==> config.mk <==
export PLATFORM = sky130hd
export DESIGN_NAME = source_text_canonicalizer
export DESIGN_NICKNAME = d
export VERILOG_FILES = /design/src/hw/rtl/stc_pkg.sv /design/src/hw/rtl/stc_front.sv /design/src/hw/rtl/stc_queue.sv /design/src/hw/rtl/stc_back.sv /design/src/hw/rtl/source_text_canonicalizer.sv
export VERILOG_INCLUDE_DIRS = /design/src /design/src/hw/rtl
export SDC_FILE = /design/constraint.sdc
export NUM_CORES = 1
export LEC_CHECK = 0
export ABC_CLOCK_PERIOD_IN_PS = 3960
export BUFFER_PORTS_ARGS = -buffer_cell sky130_fd_sc_hd__buf_2
export CORE_AREA = 10 10 94 96
export CTS_CLUSTER_DIAMETER = 80
export CTS_CLUSTER_SIZE = 25
export DETAILED_ROUTE_END_ITERATION = 8
export DIE_AREA = 0 0 104 106
export PLACE_DENSITY = 0.76
export SYNTH_ARGS = -nofsm -noshare
export SYNTH_HDL_FRONTEND = slang
export SYNTH_SLANG_ARGS = --single-unit
==> constraint.sdc <==
create_clock -name aclk -period 3.96 [get_ports aclk]
set_clock_uncertainty 0.1 [all_clocks]
set_input_delay 0.396 -clock aclk [delete_from_list [all_inputs] [get_ports aclk]]
set_output_delay 0.396 -clock aclk [all_outputs]
set_load 0.01 [all_outputs]
==> src/hw/rtl/source_text_canonicalizer_assert.svh <==
// ----------------------------------------------------------------------------
// Source text canonicalizer assertion macros
// Shared concurrent assertion forms used by the canonicalizer RTL.
// ----------------------------------------------------------------------------
`ifndef SOURCE_TEXT_CANONICALIZER_ASSERT_SVH
`define SOURCE_TEXT_CANONICALIZER_ASSERT_SVH

// Same-cycle implication, disabled while reset is active.
`define STC_ASSERT_IMPLY(lbl, clk, rstn, ante, cons, msg) \
    lbl: assert property (@(posedge clk) disable iff (!(rstn)) (ante) |-> (cons)) \
        else $error(msg);

// Next-cycle implication, disabled while reset is active.
`define STC_ASSERT_NEXT(lbl, clk, rstn, ante, cons, msg) \
    lbl: assert property (@(posedge clk) disable iff (!(rstn)) (ante) |=> (cons)) \
        else $error(msg);

`endif

==> src/hw/rtl/stc_pkg.sv <==
// ----------------------------------------------------------------------------
// Source text canonicalizer package
// Types, character constants and defaults shared by the canonicalizer modules.
// ----------------------------------------------------------------------------
`default_nettype none

package stc_pkg;

    localparam int QUEUE_DEPTH_DEFAULT = 4;

    localparam logic [7:0] CHAR_SLASH     = 8'h2F;
    localparam logic [7:0] CHAR_NEWLINE   = 8'h0A;
    localparam logic [7:0] CHAR_DQUOTE    = 8'h22;
    localparam logic [7:0] CHAR_SQUOTE    = 8'h27;
    localparam logic [7:0] CHAR_BACKSLASH = 8'h5C;
    localparam logic [7:0] CHAR_UNDERSCORE = 8'h5F;
    localparam logic [7:0] CHAR_SPACE     = 8'h20;

    typedef enum logic [3:0] {
        MODE_NORMAL  = 4'b0001,
        MODE_COMMENT = 4'b0010,
        MODE_QUOTE   = 4'b0100,
        MODE_ESCAPE  = 4'b1000
    } scan_mode_t;

    // Work for the back end: up to three bytes in the order slash, space, byte.
    typedef struct packed {
        logic       flush_slash;
        logic       add_space;
        logic       put_byte;
        logic [7:0] data;
        logic       text_last;
    } plan_t;

    typedef struct packed {
        scan_mode_t mode;
        logic       slash_pending;
    } front_status_t;

endpackage

`default_nettype wire

==> src/hw/rtl/stc_front.sv <==
// ----------------------------------------------------------------------------
// Canonicalizer front end
// Accepts text bytes, tracks the scanner state and queues the output plan.
// ----------------------------------------------------------------------------
`default_nettype none

module stc_front (
    input  wire logic                  aclk,
    input  wire logic                  aresetn,
    input  wire logic                  in_valid,
    output logic                       in_ready,
    input  wire logic [7:0]            in_byte,
    input  wire logic                  in_last,
    input  wire logic                  q_full,
    output logic                       push,
    output stc_pkg::plan_t             push_plan,
    output stc_pkg::front_status_t     status
);
    import stc_pkg::*;

    scan_mode_t mode_reg, mode_next;
    logic       quote_dq_reg, quote_dq_next;
    logic       slash_pending_reg, slash_pending_next;
    logic       space_seen_reg, space_seen_next;
    logic       prev_word_reg, prev_word_next;
    logic       accept;
    logic       pass;
    logic       is_slash;
    logic       is_quote;
    logic       byte_word;
    logic       byte_space;
    plan_t      plan;

    function automatic logic is_word(input logic [7:0] c);
        is_word = (c >= 8'h30 && c <= 8'h39) || (c >= 8'h41 && c <= 8'h5A) ||
                  (c >= 8'h61 && c <= 8'h7A) || (c == CHAR_UNDERSCORE);
    endfunction

    assign is_slash   = (in_byte == CHAR_SLASH);
    assign is_quote   = (in_byte == CHAR_DQUOTE) || (in_byte == CHAR_SQUOTE);
    assign byte_word  = is_word(in_byte);
    assign byte_space = (in_byte == CHAR_SPACE) || (in_byte >= 8'h09 && in_byte <= 8'h0D);

    always_comb begin
        plan               = '0;
        plan.data          = in_byte;
        plan.text_last     = in_last;
        pass               = 1'b1;
        mode_next          = mode_reg;
        quote_dq_next      = quote_dq_reg;
        slash_pending_next = slash_pending_reg;
        space_seen_next    = space_seen_reg;
        prev_word_next     = prev_word_reg;
        case (mode_reg)
            MODE_NORMAL: begin
                if (slash_pending_reg) begin
                    slash_pending_next = 1'b0;
                    if (is_slash) begin
                        mode_next       = MODE_COMMENT;
                        space_seen_next = 1'b1;
                        pass            = 1'b0;
                    end else begin
                        plan.flush_slash = 1'b1;
                        space_seen_next  = 1'b0;
                        prev_word_next   = 1'b0;
                    end
                end
                if (pass) begin
                    if (is_slash) begin
                        if (in_last) begin
                            plan.put_byte   = 1'b1;
                            space_seen_next = 1'b0;
                            prev_word_next  = 1'b0;
                        end else begin
                            slash_pending_next = 1'b1;
                        end
                    end else if (byte_space) begin
                        space_seen_next = 1'b1;
                    end else if (is_quote) begin
                        plan.add_space  = space_seen_next && prev_word_next;
                        plan.put_byte   = 1'b1;
                        space_seen_next = 1'b0;
                        prev_word_next  = 1'b0;
                        quote_dq_next   = (in_byte == CHAR_DQUOTE);
                        mode_next       = MODE_QUOTE;
                    end else begin
                        plan.add_space  = space_seen_next && prev_word_next && byte_word;
                        plan.put_byte   = 1'b1;
                        space_seen_next = 1'b0;
                        prev_word_next  = byte_word;
                    end
                end
            end
            MODE_COMMENT: begin
                if (in_byte == CHAR_NEWLINE) begin
                    mode_next       = MODE_NORMAL;
                    space_seen_next = 1'b1;
                end
            end
            MODE_QUOTE: begin
                plan.put_byte = 1'b1;
                if (in_byte == CHAR_BACKSLASH && !in_last) begin
                    mode_next = MODE_ESCAPE;
                end else if (in_byte == (quote_dq_reg ? CHAR_DQUOTE : CHAR_SQUOTE)) begin
                    mode_next = MODE_NORMAL;
                end
            end
            MODE_ESCAPE: begin
                plan.put_byte = 1'b1;
                mode_next     = MODE_QUOTE;
            end
            default: begin
                mode_next = MODE_NORMAL;
            end
        endcase
        if (in_last) begin
            mode_next          = MODE_NORMAL;
            quote_dq_next      = 1'b0;
            slash_pending_next = 1'b0;
            space_seen_next    = 1'b0;
            prev_word_next     = 1'b0;
        end
    end

    assign in_ready  = !q_full;
    assign accept    = in_valid && in_ready;
    assign push      = accept &&
                       (plan.flush_slash || plan.add_space || plan.put_byte || in_last);
    assign push_plan = plan;

    assign status.mode          = mode_reg;
    assign status.slash_pending = slash_pending_reg;

    always_ff @(posedge aclk) begin
        if (!aresetn) begin
            mode_reg          <= MODE_NORMAL;
            quote_dq_reg      <= 1'b0;
            slash_pending_reg <= 1'b0;
            space_seen_reg    <= 1'b0;
            prev_word_reg     <= 1'b0;
        end else if (accept) begin
            mode_reg          <= mode_next;
            quote_dq_reg      <= quote_dq_next;
            slash_pending_reg <= slash_pending_next;
            space_seen_reg    <= space_seen_next;
            prev_word_reg     <= prev_word_next;
        end
    end

endmodule

`default_nettype wire

==> src/hw/rtl/stc_queue.sv <==
// ----------------------------------------------------------------------------
// Canonicalizer plan queue
// Short first-in first-out queue of output plans between front and back end.
// ----------------------------------------------------------------------------
`default_nettype none

module stc_queue #(
    parameter int DEPTH = stc_pkg::QUEUE_DEPTH_DEFAULT
) (
    input  wire logic           aclk,
    input  wire logic           aresetn,
    input  wire logic           push,
    input  wire stc_pkg::plan_t push_plan,
    input  wire logic           pop,
    output logic                full,
    output logic                not_empty,
    output stc_pkg::plan_t      head
);
    import stc_pkg::*;

    localparam int PTR_W = (DEPTH > 1) ? $clog2(DEPTH) : 1;
    localparam int CNT_W = $clog2(DEPTH + 1);
    localparam logic [PTR_W-1:0] PTR_LAST  = PTR_W'(DEPTH - 1);
    localparam logic [CNT_W-1:0] CNT_FULL  = CNT_W'(DEPTH);

    plan_t            entry_reg [DEPTH];
    logic [PTR_W-1:0] wr_ptr_reg, wr_ptr_next;
    logic [PTR_W-1:0] rd_ptr_reg, rd_ptr_next;
    logic [CNT_W-1:0] count_reg, count_next;

    assign full      = (count_reg == CNT_FULL);
    assign not_empty = (count_reg != '0);
    assign head      = entry_reg[rd_ptr_reg];

    always_comb begin
        wr_ptr_next = wr_ptr_reg;
        rd_ptr_next = rd_ptr_reg;
        count_next  = count_reg;
        if (push) begin
            wr_ptr_next = (wr_ptr_reg == PTR_LAST) ? '0 : wr_ptr_reg + 1'b1;
        end
        if (pop) begin
            rd_ptr_next = (rd_ptr_reg == PTR_LAST) ? '0 : rd_ptr_reg + 1'b1;
        end
        if (push && !pop) begin
            count_next = count_reg + 1'b1;
        end else if (pop && !push) begin
            count_next = count_reg - 1'b1;
        end
    end

    always_ff @(posedge aclk) begin
        if (!aresetn) begin
            wr_ptr_reg <= '0;
            rd_ptr_reg <= '0;
            count_reg  <= '0;
        end else begin
            wr_ptr_reg <= wr_ptr_next;
            rd_ptr_reg <= rd_ptr_next;
            count_reg  <= count_next;
        end
    end

    always_ff @(posedge aclk) begin
        if (push) begin
            entry_reg[wr_ptr_reg] <= push_plan;
        end
    end

endmodule

`default_nettype wire

==> src/hw/rtl/stc_back.sv <==
// ----------------------------------------------------------------------------
// Canonicalizer back end
// Expands queued plans into output transactions, one byte per cycle unless out_ready holds the output back.
// ----------------------------------------------------------------------------
`default_nettype none

module stc_back (
    input  wire logic           aclk,
    input  wire logic           aresetn,
    input  wire logic           q_valid,
    input  wire stc_pkg::plan_t head,
    output logic                pop,
    output logic                out_valid,
    input  wire logic           out_ready,
    output logic [7:0]          out_byte,
    output logic                out_byte_valid,
    output logic                out_run_last,
    output logic                out_text_end
);
    import stc_pkg::*;

    logic [2:0] done_reg, done_next;
    logic [2:0] wanted;
    logic [2:0] remain;
    logic [2:0] sel;
    logic       is_final;
    logic       marker;
    logic       load;
    logic [7:0] sel_byte;
    logic       valid_reg;
    logic [7:0] byte_reg;
    logic       byte_valid_reg;
    logic       run_last_reg;
    logic       text_end_reg;

    assign wanted   = {head.put_byte, head.add_space, head.flush_slash};
    assign remain   = wanted & ~done_reg;
    assign sel      = remain & (~remain + 3'd1);
    assign marker   = (remain == 3'd0);
    assign is_final = ((remain & ~sel) == 3'd0);
    assign sel_byte = sel[0] ? CHAR_SLASH : (sel[1] ? CHAR_SPACE : head.data);

    assign load = q_valid && (!valid_reg || out_ready);
    assign pop  = load && is_final;

    always_comb begin
        done_next = done_reg;
        if (load) begin
            done_next = is_final ? 3'd0 : (done_reg | sel);
        end
    end

    always_ff @(posedge aclk) begin
        if (!aresetn) begin
            valid_reg <= 1'b0;
            done_reg  <= 3'd0;
        end else begin
            done_reg <= done_next;
            if (load) begin
                valid_reg <= 1'b1;
            end else if (out_ready) begin
                valid_reg <= 1'b0;
            end
        end
    end

    always_ff @(posedge aclk) begin
        if (load) begin
            byte_reg       <= marker ? 8'd0 : sel_byte;
            byte_valid_reg <= !marker;
            run_last_reg   <= is_final;
            text_end_reg   <= is_final && head.text_last;
        end
    end

    assign out_valid      = valid_reg;
    assign out_byte       = byte_reg;
    assign out_byte_valid = byte_valid_reg;
    assign out_run_last   = run_last_reg;
    assign out_text_end   = text_end_reg;

endmodule

`default_nettype wire

==> src/hw/rtl/source_text_canonicalizer.sv <==
// The first result of a byte passes through the plan queue and then the back end output
// register before it is presented on the m_ side; older plans and m_ stalls can delay it.
// Throughput: one input byte per cycle while the plan queue has room; the back end
// sends one output transaction per cycle unless m_tready holds it back.
// Sustained rate is set by the output side for dense text.
// Reset: aresetn low synchronously clears the scanner state, the queue and the output.
// ----------------------------------------------------------------------------
// Source text canonicalizer
// Strips line comments, collapses whitespace and copies quoted literals.
// ----------------------------------------------------------------------------
`default_nettype none
`include "source_text_canonicalizer_assert.svh"

module source_text_canonicalizer #(
    parameter int QUEUE_DEPTH = stc_pkg::QUEUE_DEPTH_DEFAULT
) (
    input  wire logic        aclk,
    input  wire logic        aresetn,
    input  wire logic        s_tvalid,
    output logic             s_tready,
    input  wire logic [7:0]  s_tdata,   // [7:0] text_byte
    input  wire logic        s_tlast,   // text_last
    output logic             m_tvalid,
    input  wire logic        m_tready,
    output logic [15:0]      m_tdata,   // [7:0] out_byte, [8] text_end, [15:9] zero
    output logic             m_tuser,   // [0] byte_valid
    output logic             m_tlast    // run_last
);
    import stc_pkg::*;

    logic          push;
    plan_t         push_plan;
    logic          q_full;
    logic          q_valid;
    logic          pop;
    plan_t         head;
    front_status_t front_status;
    logic [7:0]    out_byte;
    logic          out_text_end;

    stc_front u_front (
        .aclk      (aclk),
        .aresetn   (aresetn),
        .in_valid  (s_tvalid),
        .in_ready  (s_tready),
        .in_byte   (s_tdata),
        .in_last   (s_tlast),
        .q_full    (q_full),
        .push      (push),
        .push_plan (push_plan),
        .status    (front_status)
    );

    stc_queue #(
        .DEPTH (QUEUE_DEPTH)
    ) u_queue (
        .aclk      (aclk),
        .aresetn   (aresetn),
        .push      (push),
        .push_plan (push_plan),
        .pop       (pop),
        .full      (q_full),
        .not_empty (q_valid),
        .head      (head)
    );

    stc_back u_back (
        .aclk           (aclk),
        .aresetn        (aresetn),
        .q_valid        (q_valid),
        .head           (head),
        .pop            (pop),
        .out_valid      (m_tvalid),
        .out_ready      (m_tready),
        .out_byte       (out_byte),
        .out_byte_valid (m_tuser),
        .out_run_last   (m_tlast),
        .out_text_end   (out_text_end)
    );

    assign m_tdata = {7'd0, out_text_end, out_byte};

    `STC_ASSERT_IMPLY(a_marker_ends_text, aclk, aresetn, m_tvalid && !m_tuser,
        m_tlast && m_tdata[8], "End marker must close both the run and the text.")

    `STC_ASSERT_IMPLY(a_text_end_is_run_last, aclk, aresetn, m_tvalid && m_tdata[8],
        m_tlast, "Text end must fall on the last result of its byte.")

    `STC_ASSERT_NEXT(a_last_clears_state, aclk, aresetn, s_tvalid && s_tready && s_tlast,
        front_status.mode == MODE_NORMAL && !front_status.slash_pending,
        "Scanner state must return to normal text after the final byte.")

endmodule

`default_nettype wire

---- Word level (Yosys, flattened, before mapping) ----
Memory sizes are Yosys's and may differ from the RTL's. A register that Yosys moved wholly into a read port is not among the register bits.
Cells that the tools add are included.
storage, ports and cells
  register bits after elaboration ......... 30
  memory bits (writable) .................. 48
  word-level logic and storage cells ...... 163
  memories kept ........................... 1
operators by class
  add/subtract/negate cells ............... 5
  $lt $le $gt $ge ......................... 8
  equality and inequality tests ........... 19
  multiplexer cells ....................... 64
  bitwise gates (word level) .............. 7
  reductions and logical operators ........ 44
memories
  name               depth  bits a word  rd ports  clocked after Yosys merged registers in  write ports  RTL line         text
  u_queue.entry_reg  4      12           1         1                                        1            stc_queue.sv:26  plan_t entry_reg [DEPTH];
operators by type and width
  cell                                                               number
  2-to-1 mux 4 bit                                                   10
  2-to-1 mux 1 bit                                                   37
  equality test 8 x 6 -> 1 bit, second input constant                4
  equality test 8 x 7 -> 1 bit, second input constant                2
  greater-or-equal comparator 8 x 7 -> 1 bit, second input constant  2
  <= comparator 8 x 7 -> 1 bit, second input constant                2
  2-to-1 mux 2 bit                                                   8
  one-hot mux 4 bit (4 select lines)                                 1
  logical AND 1 bit                                                  14
  2-to-1 mux 3 bit                                                   4
  2-to-1 mux 6 bit                                                   2
  nonzero test 2 bit                                                 5
  AND 3 bit                                                          3
  logical OR 1 bit                                                   9
  NOT 3 bit                                                          3
  equality test 8 x 4 -> 1 bit, second input constant                1
  equality test 8 bit                                                1
  greater-or-equal comparator 8 x 4 -> 1 bit, second input constant  1
  greater-or-equal comparator 8 x 6 -> 1 bit, second input constant  1
  <= comparator 8 x 4 -> 1 bit, second input constant                1
  <= comparator 8 x 6 -> 1 bit, second input constant                1
  adder 3 x 1 -> 3 bit, second input constant                        2
  zero test 1 bit                                                    6
  zero test 3 bit                                                    2
  other kinds (19)                                                   25

---- Depth between registers and ports, before layout ----
  word-level depth ........................ 19
  gate-level depth with buffers ........... 12

---- By module ----
From an unflattened synthesis, not the netlist that was laid out.
second synthesis, totals
  cells, all modules ...................... 316
  area total of the unflattened synthesis .. 3956.3 µm²
modules (own cells, without submodules)
  module                     times used  cells each  area each (µm²)  seq. area each (µm²)
  stc_queue                  1           106         2194.6           1621.6
  stc_front                  1           144         1026.0           160.2
  stc_back                   1           57          671.9            410.4
  source_text_canonicalizer  1           9           63.8             0.0

---- Worst setup path before layout ----
Ideal clock, no wire load.
  path kind ............................... flip-flop to flip-flop
  start point ............................. register u_front.mode_reg[1]
  end point ............................... register u_queue.count_reg[2]
  library setup time ...................... 76 ps
  arrival time ............................ 2868 ps
  data required time ...................... 3784 ps
  slack ................................... 916 ps
  stages on the path, launching flop included .. 12
  clock period less this slack ............ 3044 ps
  cells stage by stage .................... dfxtp_1 nor4b_2 o31ai_1 o31ai_1 o31a_1 buf_6 ha_1 inv_1 fa_1 xor2_1 or3_1 a21boi_0
RTL lines
  item                    RTL line          text
  from (decl)             stc_front.sv:21   scan_mode_t mode_reg, mode_next;
  from (signal assigned)  stc_front.sv:142  mode_reg <= mode_next;
  to (signal assigned)    stc_queue.sv:60   count_reg <= count_next;
  to (decl)               stc_queue.sv:29   logic [CNT_W-1:0] count_reg, count_next;

==> results.tsv <==
metric	value	unit
status	completed	
synth.distinct_cells	62	
cts.path.max_buffers	2	
largest_reg_flops	48	
rr_startpoint	u_front.mode_reg[1]	
crit_path_start	u_front.mode_reg[1]	
p_sw_share	28.98	%
multiInputGateArea	1359	um^2
wl_per_cell	15.64	um
num_vias	2251	
drv_slew	0	
ant_nets	0	
synth_area_per_cell	13.07	um^2
min_from	m_tready	
place_congestion	0.7732	
clock_latency	0.35	ns
cts_tree	built	
placedCellCount	400	
setup_tns	0	ns
p_per_area	559.8	nW/um^2
start_util	52.39	%
coreArea	7059	um^2
clock_power_share	25.4	%
final_util	57.99	%
grt_pass1_wl	10840	um
p_leak	1.449	nW
reg2reg_slack	0.75	ns
ys_warn_count	0	
ys_seq_area_share	59.27	%
dpl_cell_area	3897	um^2
grt.total_usage	12.18	%
routed_wl	6505	um
synth.area.top_cells	edfxtp_1, dfxtp_1, mux4_2, o21ai_0, ha_1	
yosysTopAreaCellShare	47.90	%
cts-root-buf	clkbuf_8	
crit_type	reg -> reg	
required	4.13	ns
dp_hpwl	4592	um
mappedNetlistArea	3699	um^2
fillers	589	
sequentialPowerShare	49.6	%
setup_violations	0	
first_pass_iters	5	
fmax	311.7	MHz
intPower	0.001628	W
grt_pass1_vias	2253	
port_buffers	25	
ys.flop_type	edfxtp_1	
yosysTopAreaCell	edfxtp_1	
grt_setup_unrepaired	no	
area_delta_synth_final	10.69	%
die_w	104	um
path_clk_slew	0.08	ns
min_path_type	in -> reg	
postCtsSetupRepairBufs	0	
area.sequential	2192	um^2
tightest_slew	0.9210	ns
startpoint_type	flip-flop	
clock-sinks	80	
cp.arrival	3.38	ns
fin_nets	332	
period_share	81.01	%
cts.repair.resized	0	
synth_edf_count	59	
cts-buffers-inserted	9	
antenna_found_initial	0	
cts_hold_buf	0	
io_pins	33	
grt_max_degree	25	
async_flop_share	0	%
layout_min_cycle_time	3.208	ns
dieArea	11020	um^2
die_y	106	um
comb_power_share	25.0	%
netSwitchingPower	0.0006641	W
n_antenna_cell	0	
ys_ff_latch	80	
critPathMaxFanout	8	
end_kind	flip-flop	
final_layout_size_suffix_gt1_share	20.50	%
overflow	0	
hold_violations	0	
via_per_inst	5.411	
drc	0	
netlist_instances	283	
cts_max_level	3	
fin_cells	416	
row_count	31	
vdd_drop_max	0.1801	mV
maxCapViolations	0	
max_slew_margin	38.08	%
drt_iter0_markers	66	
final_area	4094	um^2
[power by group through the flow]
stage                     registers [W]  logic (W)  clock network (W)
after floorplan                 0.00118   0.000397                  0
after CTS                       0.00114   0.000588           0.000597
after global placement          0.00115   0.000568                  0
final                           0.00114   0.000574           0.000583
after global routing            0.00115   0.000647           0.000631
after detailed placement        0.00116   0.000584                  0
[cell families after synthesis]
group                      Yosys count  synth area share (%)
and+or+nand+nor                     89                 14.34
DFF                                 80                 59.27
AOI/OAI and AO/OA                   50                 9.203
buffers and inverters               34                 4.600
muxes                               18                 8.931
adders and majority gates            8                 2.842
xor gates and xnor gates             3                0.7105
other                                1                0.1014
[cells in the mapped netlist, drive strengths merged (5+ instances only)]
library cell	n
edfxtp	59
dfxtp	21
inv	16
o21ai	16
nand2	15
nor2	14
buf	12
mux4	12
nor2b	9
and2	8
nand2b	8
a21boi	6
a21oi	6
clkbuf	6
ha	6
mux2i	6
nor4	5
[placed cells by master (no fill, tap or decap), drive strengths merged, types with 2 or more instances in the layout]
cell type / n
a211oi: 3
a21boi: 6
a21oi: 6
and2: 8
and3: 3
and4: 2
buf: 30
clkbuf: 10
clkinv: 3
conb: 7
dfxtp: 21
edfxtp: 59
ha: 6
inv: 17
mux2i: 6
mux4: 12
nand2: 15
nand2b: 8
nand3: 3
nand4: 2
nor2: 14
nor2b: 9
nor3: 3
nor3b: 2
nor4: 5
o21ai: 16
o31ai: 3
o41ai: 2
or2: 2
or3: 3
or3b: 3
or4b: 2
xor2: 2
[metal layers]
layer	track usage, %	up-vias	routed length, um
met5	0	-	0
met4	6.759	0	140
met3	2.899	14	315
met2	21.65	45	3410
met1	13.17	1085	2639
li1	-	1107	-
[worst max-delay path, cell delays in order, from the launching register on]
cell and delay (ns):
dfxtp_1 0.37, nor4b_2 0.29, buf_4 0.20, o31ai_1 0.08, o31ai_1 0.43, o31a_1 0.33, ha_1 0.23, inv_1 0.07
fa_1 0.42, xor2_1 0.17, or3_1 0.29, a21boi_0 0.15
[final timing paths]
path | to | depth (start not counted)
worst max-delay path | u_queue.count_reg[2] | 11
worst min-delay path | u_back.out_valid | 4
worst max register to register | u_queue.count_reg[2] | 11
worst min register to register | u_back.out_valid | 2
[layout make-up]
cell class / count / area share, %
Timing Repair Buffer: 30 / 3.973
Clock buffer: 10 / 3.117
Tap cell: 99 / 3.026
Sequential cell: 80 / 53.55
Clock inverter: 6 / 1.681
Inverter: 16 / 1.467
Multi-Input combinational cell: 175 / 33.19
[stage by stage]
step | total power [W] | worst slack, ns | hold WS [ns]
6_report | 0.002292 | 0.7520 | 0.2196
5_1_grt | 0.002432 | 0.3901 | 0.2414
4_1_cts | 0.002323 | 0.7234 | 0.2138
3_5_place_dp | 0.001740 | 0.6070 | 0.3672
3_3_place_gp | 0.001715 | 0.6735 | 0.3602
2_1_floorplan | 0.001573 | 0.9161 | 0.3433
Note: power is estimated with default switching activity, not from simulation.
